[src/rtl/pis_ram.sv]
// Generic single-port-write, single-port-read RAM with registered read.
// No dependencies.
`default_nettype none
module pis_ram #(
	parameter int WIDTH = 96,
	parameter int DEPTH = 31
) (
	input  wire logic                     clk,
	input  wire logic                     we,
	input  wire logic [$clog2(DEPTH)-1:0] waddr,
	input  wire logic [WIDTH-1:0]         wdata,
	input  wire logic                     re,
	input  wire logic [$clog2(DEPTH)-1:0] raddr,
	output logic      [WIDTH-1:0]         rdata
);

	logic [WIDTH-1:0] mem_q [DEPTH];

	always_ff @(posedge clk) begin
		if (we) begin
			mem_q[waddr] <= wdata;
		end
		if (re) begin
			rdata <= mem_q[raddr];
		end
	end

endmodule
`default_nettype wire

[config.mk]
export PLATFORM = sky130hd
export DESIGN_NAME = pis_ram
export DESIGN_NICKNAME = d
export VERILOG_FILES = /design/src/rtl/pis_ram.sv
export SDC_FILE = /design/constraint.sdc
export NUM_CORES = 2
export LEC_CHECK = 0
export BUFFER_PORTS_ARGS = -buffer_cell sky130_fd_sc_hd__buf_2
export CAP_MARGIN = 10
export CORE_ASPECT_RATIO = 0.75
export CORE_MARGIN = 2
export CORE_UTILIZATION = 36
export CTS_BUF_LIST = sky130_fd_sc_hd__clkbuf_4
export CTS_CLUSTER_DIAMETER = 200
export DETAILED_ROUTE_END_ITERATION = 8
export HOLD_SLACK_MARGIN = 0.06
export PLACE_DENSITY = 0.56
export SYNTH_ARGS = -nofsm -noshare
export SYNTH_HDL_FRONTEND = slang
export SYNTH_SLANG_ARGS = --single-unit
[constraint.sdc]
create_clock -name clk -period 4.9 [get_ports clk]
set_input_delay 0.245 -clock clk [delete_from_list [all_inputs] [get_ports clk]]
set_output_delay 0.245 -clock clk [all_outputs]
set_load 0.02 [all_outputs]
==> impl_metrics.json <==
{
  "initial_core_util_pct": 36.2,
  "synth_seq_cells": 3072,
  "grt_pass1_vias": 61200,
  "cts_max_path_buffers": 4,
  "grt_pass1_wl_mm": 451,
  "io_pins": 205,
  "synth_area_leader_cell": "edfxtp_1",
  "vias": 59200,
  "routedWlPerCell_um": 28.9,
  "finish.utilization_pct": 41.8,
  "yosys-top-cells-area": "edfxtp_1 (79%), mux4_2 (10%), mux2i_1 (3.6%)",
  "worstHoldEndpoint": "rdata[72]",
  "yosys-top-cells-count": "edfxtp_1 (3072), mux4_2 (544), mux2i_1 (425)",
  "synth_flop_cell": "edfxtp_1",
  "syn_inst": 5180,
  "fin_skew_ns": 0.104,
  "period_share_pct": 64.0,
  "rsz0062_at_grt": "no",
  "p_leak_uw": 0.0443,
  "multi_input_area_sq_um": 23700,
  "finalNonFillerCells": 11000,
  "dpl_cell_area_sq_um": 124000,
  "vias_per_cell": 5.39,
  "holdCritStartpoint": "raddr[4]",
  "reg2reg_slack_ns": 2.03,
  "fin_nets": 6306,
  "drive_gt1_share_pct": 34.0,
  "critical_path_required_ns": 6.00,
  "hold_depth": 3,
  "syn_to_final_growth_pct": 15.6,
  "yosysSeqAreaShare_pct": 78.7,
  "synth.distinct_cells": 40,
  "cp-end-kind": "register",
  "cts-root-buf": "clkbuf_4",
  "synth_most_common_cell": "edfxtp_1",
  "post_cts_resize_count": 0,
  "slew_violations": 0,
  "fin_worst_hold_slack_ns": 0.232,
  "die_x_um": 663,
  "grt_overflow": 0,
  "cts.htree.levels": 6,
  "first_iter_violations": 6525,
  "status": "finished clean",
  "critical_path_arrival_ns": 4.23,
  "dpl_worst_slack_ns": 1.49,
  "layout.area.seq_sq_um": 92200,
  "drt-total-wl_mm": 318,
  "die_y_um": 498,
  "fill_cells": 28300,
  "yosysWarnings": 0,
  "antenna_left": 0,
  "clock_latency_ns": 1.39,
  "drv_cap": 0,
  "dieArea_sq_um": 330000,
  "hold_path_class": "in -> reg",
  "critical_path_class": "in -> reg",
  "synth_edf_count": 3072,
  "power_density_nw_per_um2": 390,
  "post-route-worst-setup-slack_ns": 1.76,
  "gp_congestion": 0.711,
  "grt_start_max_net_pins": 106,
  "syn_nets": 5289,
  "rows": 181,
  "port_buffers": 204,
  "reg2reg_to": "rdata[77]",
  "finalSetupViolCount": 0,
  "dpl.cell_count": 9530,
  "core_sq_um": 324000,
  "relSlewSlack_pct": 23.1,
  "r2r-start": "mem_q[23][77]",
  "clk_pin_slew_ns": 0.07,
  "cts.sinks": 3072,
  "crit_start": "raddr[4]",
  "antenna_found_initial": 43,
  "cts_tree": "yes",
  "cp-start-kind": "input port",
  "netlist_area_sq_um": 117000,
  "dp_hpwl_mm": 153,
  "grt_util_all_layers_pct": 18.9,
  "tightest_slew_ns": 1.15,
  "numCtsBuffers": 749,
  "fin_crit_ns": 3.14,
  "ir_drop_uv": 192,
  "finalHoldViolations": 0,
  "crit_path_max_fanout": 49,
  "synth_top_area_share_pct": 78.7,
  "drc_errors": 0,
  "fmax_mhz": 319,
  "drtPass1Iterations": 7,
  "design_area_sq_um": 136000,
  "ff2ff_path_depth": 6,
  "postSynthAreaPerCell_sq_um": 22.6,
  "ys_async_sr_fraction_pct": 0
}
[layer usage]
layer,GRT usage (%),vias up,routed length (um)
li1,-,24600,-
met1,27.2,31800,141000
met2,29.7,2403,149000
met3,3.76,432,21900
met4,4.54,24,5690
met5,0,-,147
[registers in the layout, summed over array words and instances (netlist names)]
name   cells
mem_q   2976
rdata     96
[critical path, cell delays in order]
cell,delay (ns)
dlygate4sd3_1,0.54
clkbuf_8,0.48
buf_4,0.71
mux4_2,0.44
mux2_2,0.28
a221oi_1,0.28
dlygate4sd3_1,0.59
a31oi_1,0.04
dlygate4sd3_1,0.58
[where the power goes]
group,internal (uW),switching (uW)
logic,1130,1730
registers,29300,154
clock network,10500,9980
[cells in the final DEF, fill, tap and decap left out, types with 18 or more instances in the layout]
cell	n
a22oi_1	32
nand3_1	18
buf_4	82
mux4_2	544
buf_2	198
mux2i_1	425
nor2_4	32
dlygate4sd3_1	215
a222oi_1	69
nand2b_1	86
clkbuf_4	1057
o221ai_1	72
buf_12	66
mux2_2	208
nand2_1	34
clkinv_1	113
o211a_1	69
edfxtp_1	3072
o22ai_1	69
[per-stage QoR]
step           setup TNS, ns  power (uW)
4_1_cts                    0       53500
2_1_floorplan       -1019.94       31600
6_report                   0       52800
5_1_grt                    0       55000
3_3_place_gp               0       32700
3_5_place_dp               0       32800
[worst max-delay path by stage]
| stage | slack (ns) | endpoint | cells past startpoint |
|---|---|---|---|
| detailed placement | 1.49 | rdata[33] | 5 |
| finish | 1.76 | rdata[77] | 9 |
| CTS | 1.88 | rdata[77] | 9 |
| global placement | 1.43 | rdata[33] | 5 |
| floorplan | -0.56 | mem_q[12][0] | 3 |
| global route | 1.72 | rdata[77] | 9 |
[cells by family (layout without fill, tap and decap cells)]
family / Yosys count / in the layout / share of synthesized area (%)
buffers and inverters: 301 / 1792 / 1.31
and+or+nand+nor: 237 / 237 / 1.10
AOI/OAI and AO/OA: 393 / 393 / 2.81
DFF: 3072 / 3072 / 78.7
muxes: 1177 / 1177 / 16.1
other: 0 / 15 / 0
[repair_timing]
action / CTS / global route
endpoints found under the hold margin: 5409 / 0
hold buffers: 216 / 0
buffers inserted: 0 / 0
[area by class of cell]
class,count,area share (%)
Sequential cell,3072,68.1
Multi-Input combinational cell,1807,17.5
Clock buffer,1057,5.85
Tap cell,4300,3.97
Timing Repair Buffer,567,3.82
Clock inverter,168,0.791
Antenna cell,15,0.0277
Power figures use the tool's default switching activity.
