## config.mk

```make
export PLATFORM = sky130hd
export DESIGN_NAME = pis_div
export DESIGN_NICKNAME = d
export VERILOG_FILES = /design/src/rtl/pis_div.sv
export SDC_FILE = /design/constraint.sdc
export NUM_CORES = 1
export LEC_CHECK = 0
export ABC_AREA = 1
export BUFFER_PORTS_ARGS = -buffer_cell sky130_fd_sc_hd__buf_2
export CAP_MARGIN = 5
export CORE_MARGIN = 3
export CORE_UTILIZATION = 25
export DETAILED_ROUTE_END_ITERATION = 16
export GPL_TIMING_DRIVEN = 0
export PLACE_DENSITY_LB_ADDON = 0.25
export REMOVE_ABC_BUFFERS = 1
export SKIP_CTS_REPAIR_TIMING = 1
export SLEW_MARGIN = 20
export SYNTH_ARGS = -nofsm -noshare
export SYNTH_HDL_FRONTEND = slang
export SYNTH_SLANG_ARGS = --single-unit
```

## constraint.sdc

```tcl
create_clock -name clk -period 2.56 [get_ports clk]
set_input_delay 0.256 -clock clk [delete_from_list [all_inputs] [get_ports clk]]
set_output_delay 0.256 -clock clk [all_outputs]
set_load 0.05 [all_outputs]
```

## src/rtl/pis_div.sv

```systemverilog
// Shared restoring divider: signed dividend by small positive divisor,
// quotient truncated toward zero, one quotient bit per cycle. No dependencies.
`default_nettype none
module pis_div #(
	parameter int DW  = 37,
	parameter int DVW = 6
) (
	input  wire logic              clk,
	input  wire logic              arst_n,
	input  wire logic              start,
	input  wire logic signed [DW:0] dividend,
	input  wire logic [DVW-1:0]    divisor,
	output logic                   done,
	output logic signed [DW:0]     quotient
);

	localparam int CW = $clog2(DW + 1);

	logic              busy_q;
	logic              done_q;
	logic [CW-1:0]     cnt_q;
	logic              neg_q;
	logic [DW-1:0]     mag_q;
	logic [DVW-1:0]    rem_q;
	logic [DVW-1:0]    dvs_q;
	logic [DVW:0]      shifted;
	logic              fits;

	assign shifted = {rem_q, mag_q[DW-1]};
	assign fits    = shifted >= {1'b0, dvs_q};

	always_ff @(posedge clk or negedge arst_n) begin
		if (!arst_n) begin
			busy_q <= 1'b0;
			done_q <= 1'b0;
			cnt_q  <= '0;
		end else begin
			done_q <= 1'b0;
			if (start) begin
				busy_q <= 1'b1;
				cnt_q  <= CW'(DW);
			end else if (busy_q) begin
				cnt_q <= cnt_q - 1'b1;
				if (cnt_q == CW'(1)) begin
					busy_q <= 1'b0;
					done_q <= 1'b1;
				end
			end
		end
	end

	// magnitude datapath
	always_ff @(posedge clk) begin
		if (start) begin
			neg_q <= dividend[DW];
			mag_q <= dividend[DW] ? DW'(-dividend) : DW'(dividend);
			rem_q <= '0;
			dvs_q <= divisor;
		end else if (busy_q) begin
			rem_q <= fits ? DVW'(shifted - {1'b0, dvs_q}) : DVW'(shifted);
			mag_q <= {mag_q[DW-2:0], fits};
		end
	end

	assign done     = done_q;
	assign quotient = neg_q ? -$signed({1'b0, mag_q}) : $signed({1'b0, mag_q});

endmodule
`default_nettype wire

```

==> metrics.md <==
| Metric | Value |
|---|---|
| Post-synth top area cell | edfxtp_1 |
| TNS Setup | 0 ps |
| Max Clock Skew | 7.77 ps |
| Vias in the first global route | between 4000 and 5000 |
| Pre-antenna DRT Iters | 5 |
| N_diodes | 0 |
| Die height | 148 um |
| Top-Level Pins | 86 |
| Drt wl/cell | 14.7 um |
| CP endpoint kind | output port |
| Least-Margin Pin Slew | approximately 1000 ps |
| Via/cell ratio | 4.50 |
| Hold Violations, Final | 0 |
| CTS Buf Count | 9 |
| Largest net degree at the start of global routing | 60 |
| Clk pin slew, worst setup/hold paths | 50 ps |
| Tmin final | around 2500 ps |
| Avg Inst Size Synth | 6.89 um^2 |
| CP arrival | 2230 ps |
| GPL Wtd Cong | 0.866 |
| Synth area leaders | edfxtp_1, nand2_1, nand3_1, inv_1, nor2_1 |
| All-Layer GR Usage | 0.147 |
| Number of flops mapped to enable cells by yosys | 44 |
| Residual DRC | 0 |
| Worst Hold Class | in -> reg |
| Pleak | 2.80 nW |
| Cell Rows | 51 |
| CP Max Fanout | 5 |
| Startpoint Class | register |
| Die width | about 150 um |
| Fill cell count | 2231 |
| Post-synth top area share | 0.261 |
| Post-DP HPWL | about 13000 um |
| H-tree levels | 3 |
| Synth async-reset ratio | 0.138 |
| Fin area | 0.00615 mm^2 |
| Via Count | 4892 |
| # Max-Cap Violations | 0 |
| Layout area overhead | 21.5% |
| Max Fclk | roughly 400 MHz |
| Initial antenna violation count | 0 |
| Post-synthesis cell type count | 42 |
| Detail Route Antenna Nets | 0 |
| Synth Flop Type | edfxtp_1 |
| GRT overflow | 0 |
| Status | complete, no violations |
| Placed inst area | 0.00575 mm^2 |
| Full die area | 0.0220 mm^2 |
| Core Area | 0.0197 mm^2 |
| Clock sink count | 58 |
| Critical Path RT | approximately 2300 ps |
| Initial DRC Count | 366 |
| WL final | 16000 um |
| Layout cells sized above 1 | 0.197 |
| Slew Viols, Final | 0 |
| CTS tree | yes |
| Worst-skew pair later-pin latency | 330 ps |
| # nets final | 876 |
| Critical path class | reg -> out |
| # setup viols final | 0 |
| Global-route wire length before repair | 25600 um |
| Yosys reg bits | 58 |
| Cells after Synth | 734 |
| Clock buffer depth | 2 |
| Worst VDD drop | just under 0.0004 V |
| Clk root buf | clkbuf_16 |
| Power per cell area | 673 mW/mm^2 |
| Initial Util | 0.257 |
| Register area share after synthesis | 0.325 |
| Syn. warnings | 0 |
| Port-buffer cells | 85 |
| Period Utilization, post-route | 0.969 |
| Synth Cell Area | 0.00506 mm^2 |
| Slew Limit Headroom | 0.309 |
[cell usage after synthesis (2+ instances only)]
library cell	instances
nand3b_1	6
o22ai_1	8
o21bai_1	2
nand4_1	12
nand3_1	73
o31ai_1	2
dfrtp_1	8
buf_4	3
nor3_4	2
o21ai_1	14
ha_1	10
dfxtp_1	6
inv_1	91
o211ai_1	2
nor3_1	12
or2_2	2
nand2_1	190
nand3_2	5
edfxtp_1	44
xor2_1	34
o21ai_4	3
nor2_1	84
nand3_4	2
nor4_1	2
nor2_4	5
xnor2_1	5
nand2_2	10
o21ai_2	3
buf_2	5
nor2_2	9
a21oi_1	13
clkbuf_1	9
o21ai_0	42
inv_2	8
[cells in the final DEF (no fill, tap or decap), drive strengths merged]
master and count:
nor3 14, fa 1, a31oi 1, buf 84
nand2 201, xnor2 5, dfrtp 8, o31ai 2
nor4 2, o21ai 62, a21oi 13, ha 10
nand3 80, clkinv 3, dlygate4sd3 1, edfxtp 44
o211ai 2, xor2 34, or2 3, nand3b 6
inv 102, clkbuf 16, nor2 99, o21bai 2
a41oi 1, o22ai 8, dfxtp 6, nand4 13
[flip-flops by register name, summed over array words and instances (netlist names)]
signal  count
neg_q       1
busy_q      1
rem_q       6
mag_q      37
cnt_q       6
done        1
dvs_q       6
[kinds of logic after synthesis]
logic type,Yosys count,share of synthesized area
AND/OR/NAND/NOR,418,0.384
buffers and inverters,117,0.0903
AO/OA/AOI/OAI,91,0.105
XOR/XNOR,39,0.0675
flip-flops,58,0.325
adder cells (fa/ha/maj),11,0.0287
[per-stage QoR]
step                      worst slack (ps)  std cells  hold slack (ps)  power (mW)  utilization
after floorplan                      -61.6        716            -39.6        2.48            -
after global placement                -668       1066              114        2.92        0.292
after detailed placement              73.0       1067              119        2.92        0.293
after CTS                             -297       1083             -243        4.12        0.307
after global routing                -0.634       1088             92.1        4.41        0.313
final                                 78.3       1088             98.3        4.14        0.313
[critical path, stage by stage, from the launching register on]
cell and delay (ps):
edfxtp_1 380, inv_1 150, ha_4 180, nand4_4 150
nor2_4 200, nand2_4 70, o21ai_4 260, xnor2_1 210
clkbuf_4 290
[path summary, 6_finish.rpt]
| kind | depth (start not counted) | from | to | slack [ps] |
|---|---|---|---|---|
| min reg2reg | 2 | rem_q[1] | rem_q[1] | 480 |
| max reg2reg | 8 | mag_q[36] | rem_q[4] | 620 |
| max | 8 | mag_q[0] | quotient[20] | 80 |
| max in group asynchronous | 2 | arst_n | busy_q | 2070 |
| min | 1 | divisor[2] | dvs_q[2] | 100 |
| min in group asynchronous | 2 | arst_n | cnt_q[3] | 310 |
[power breakdown]
part,switching (mW),internal [mW],total (mW)
sequential,0.119,1.16,1.28
combinational,1.19,0.490,1.68
clock,0.467,0.713,1.18
total,1.77,2.36,4.14
[final cells by class]
type / count / area (um^2) / area share
well taps: 265 / 332 / 0.0539
flip-flops and latches: 58 / 1640 / 0.267
inverters: 99 / 372 / 0.0605
clock buffers: 10 / 250 / 0.0407
repair buffers: 91 / 523 / 0.0851
clock inverters: 6 / 36.3 / 0.00590
multi-input cells: 559 / 2990 / 0.487
[layer usage]
metal / part of all wire / global-route usage / routed length (um) / vias up
met3: 0.043 / 0.0268 / 691 / 22
met5: 0 / 0 / 0 / -
met1: 0.49 / 0.199 / 7810 / 2195
met2: 0.45 / 0.237 / 7110 / 110
met4: 0.023 / 0.0462 / 367 / 0
li1: - / - / - / 2565
(Power assumes the default switching activity.)
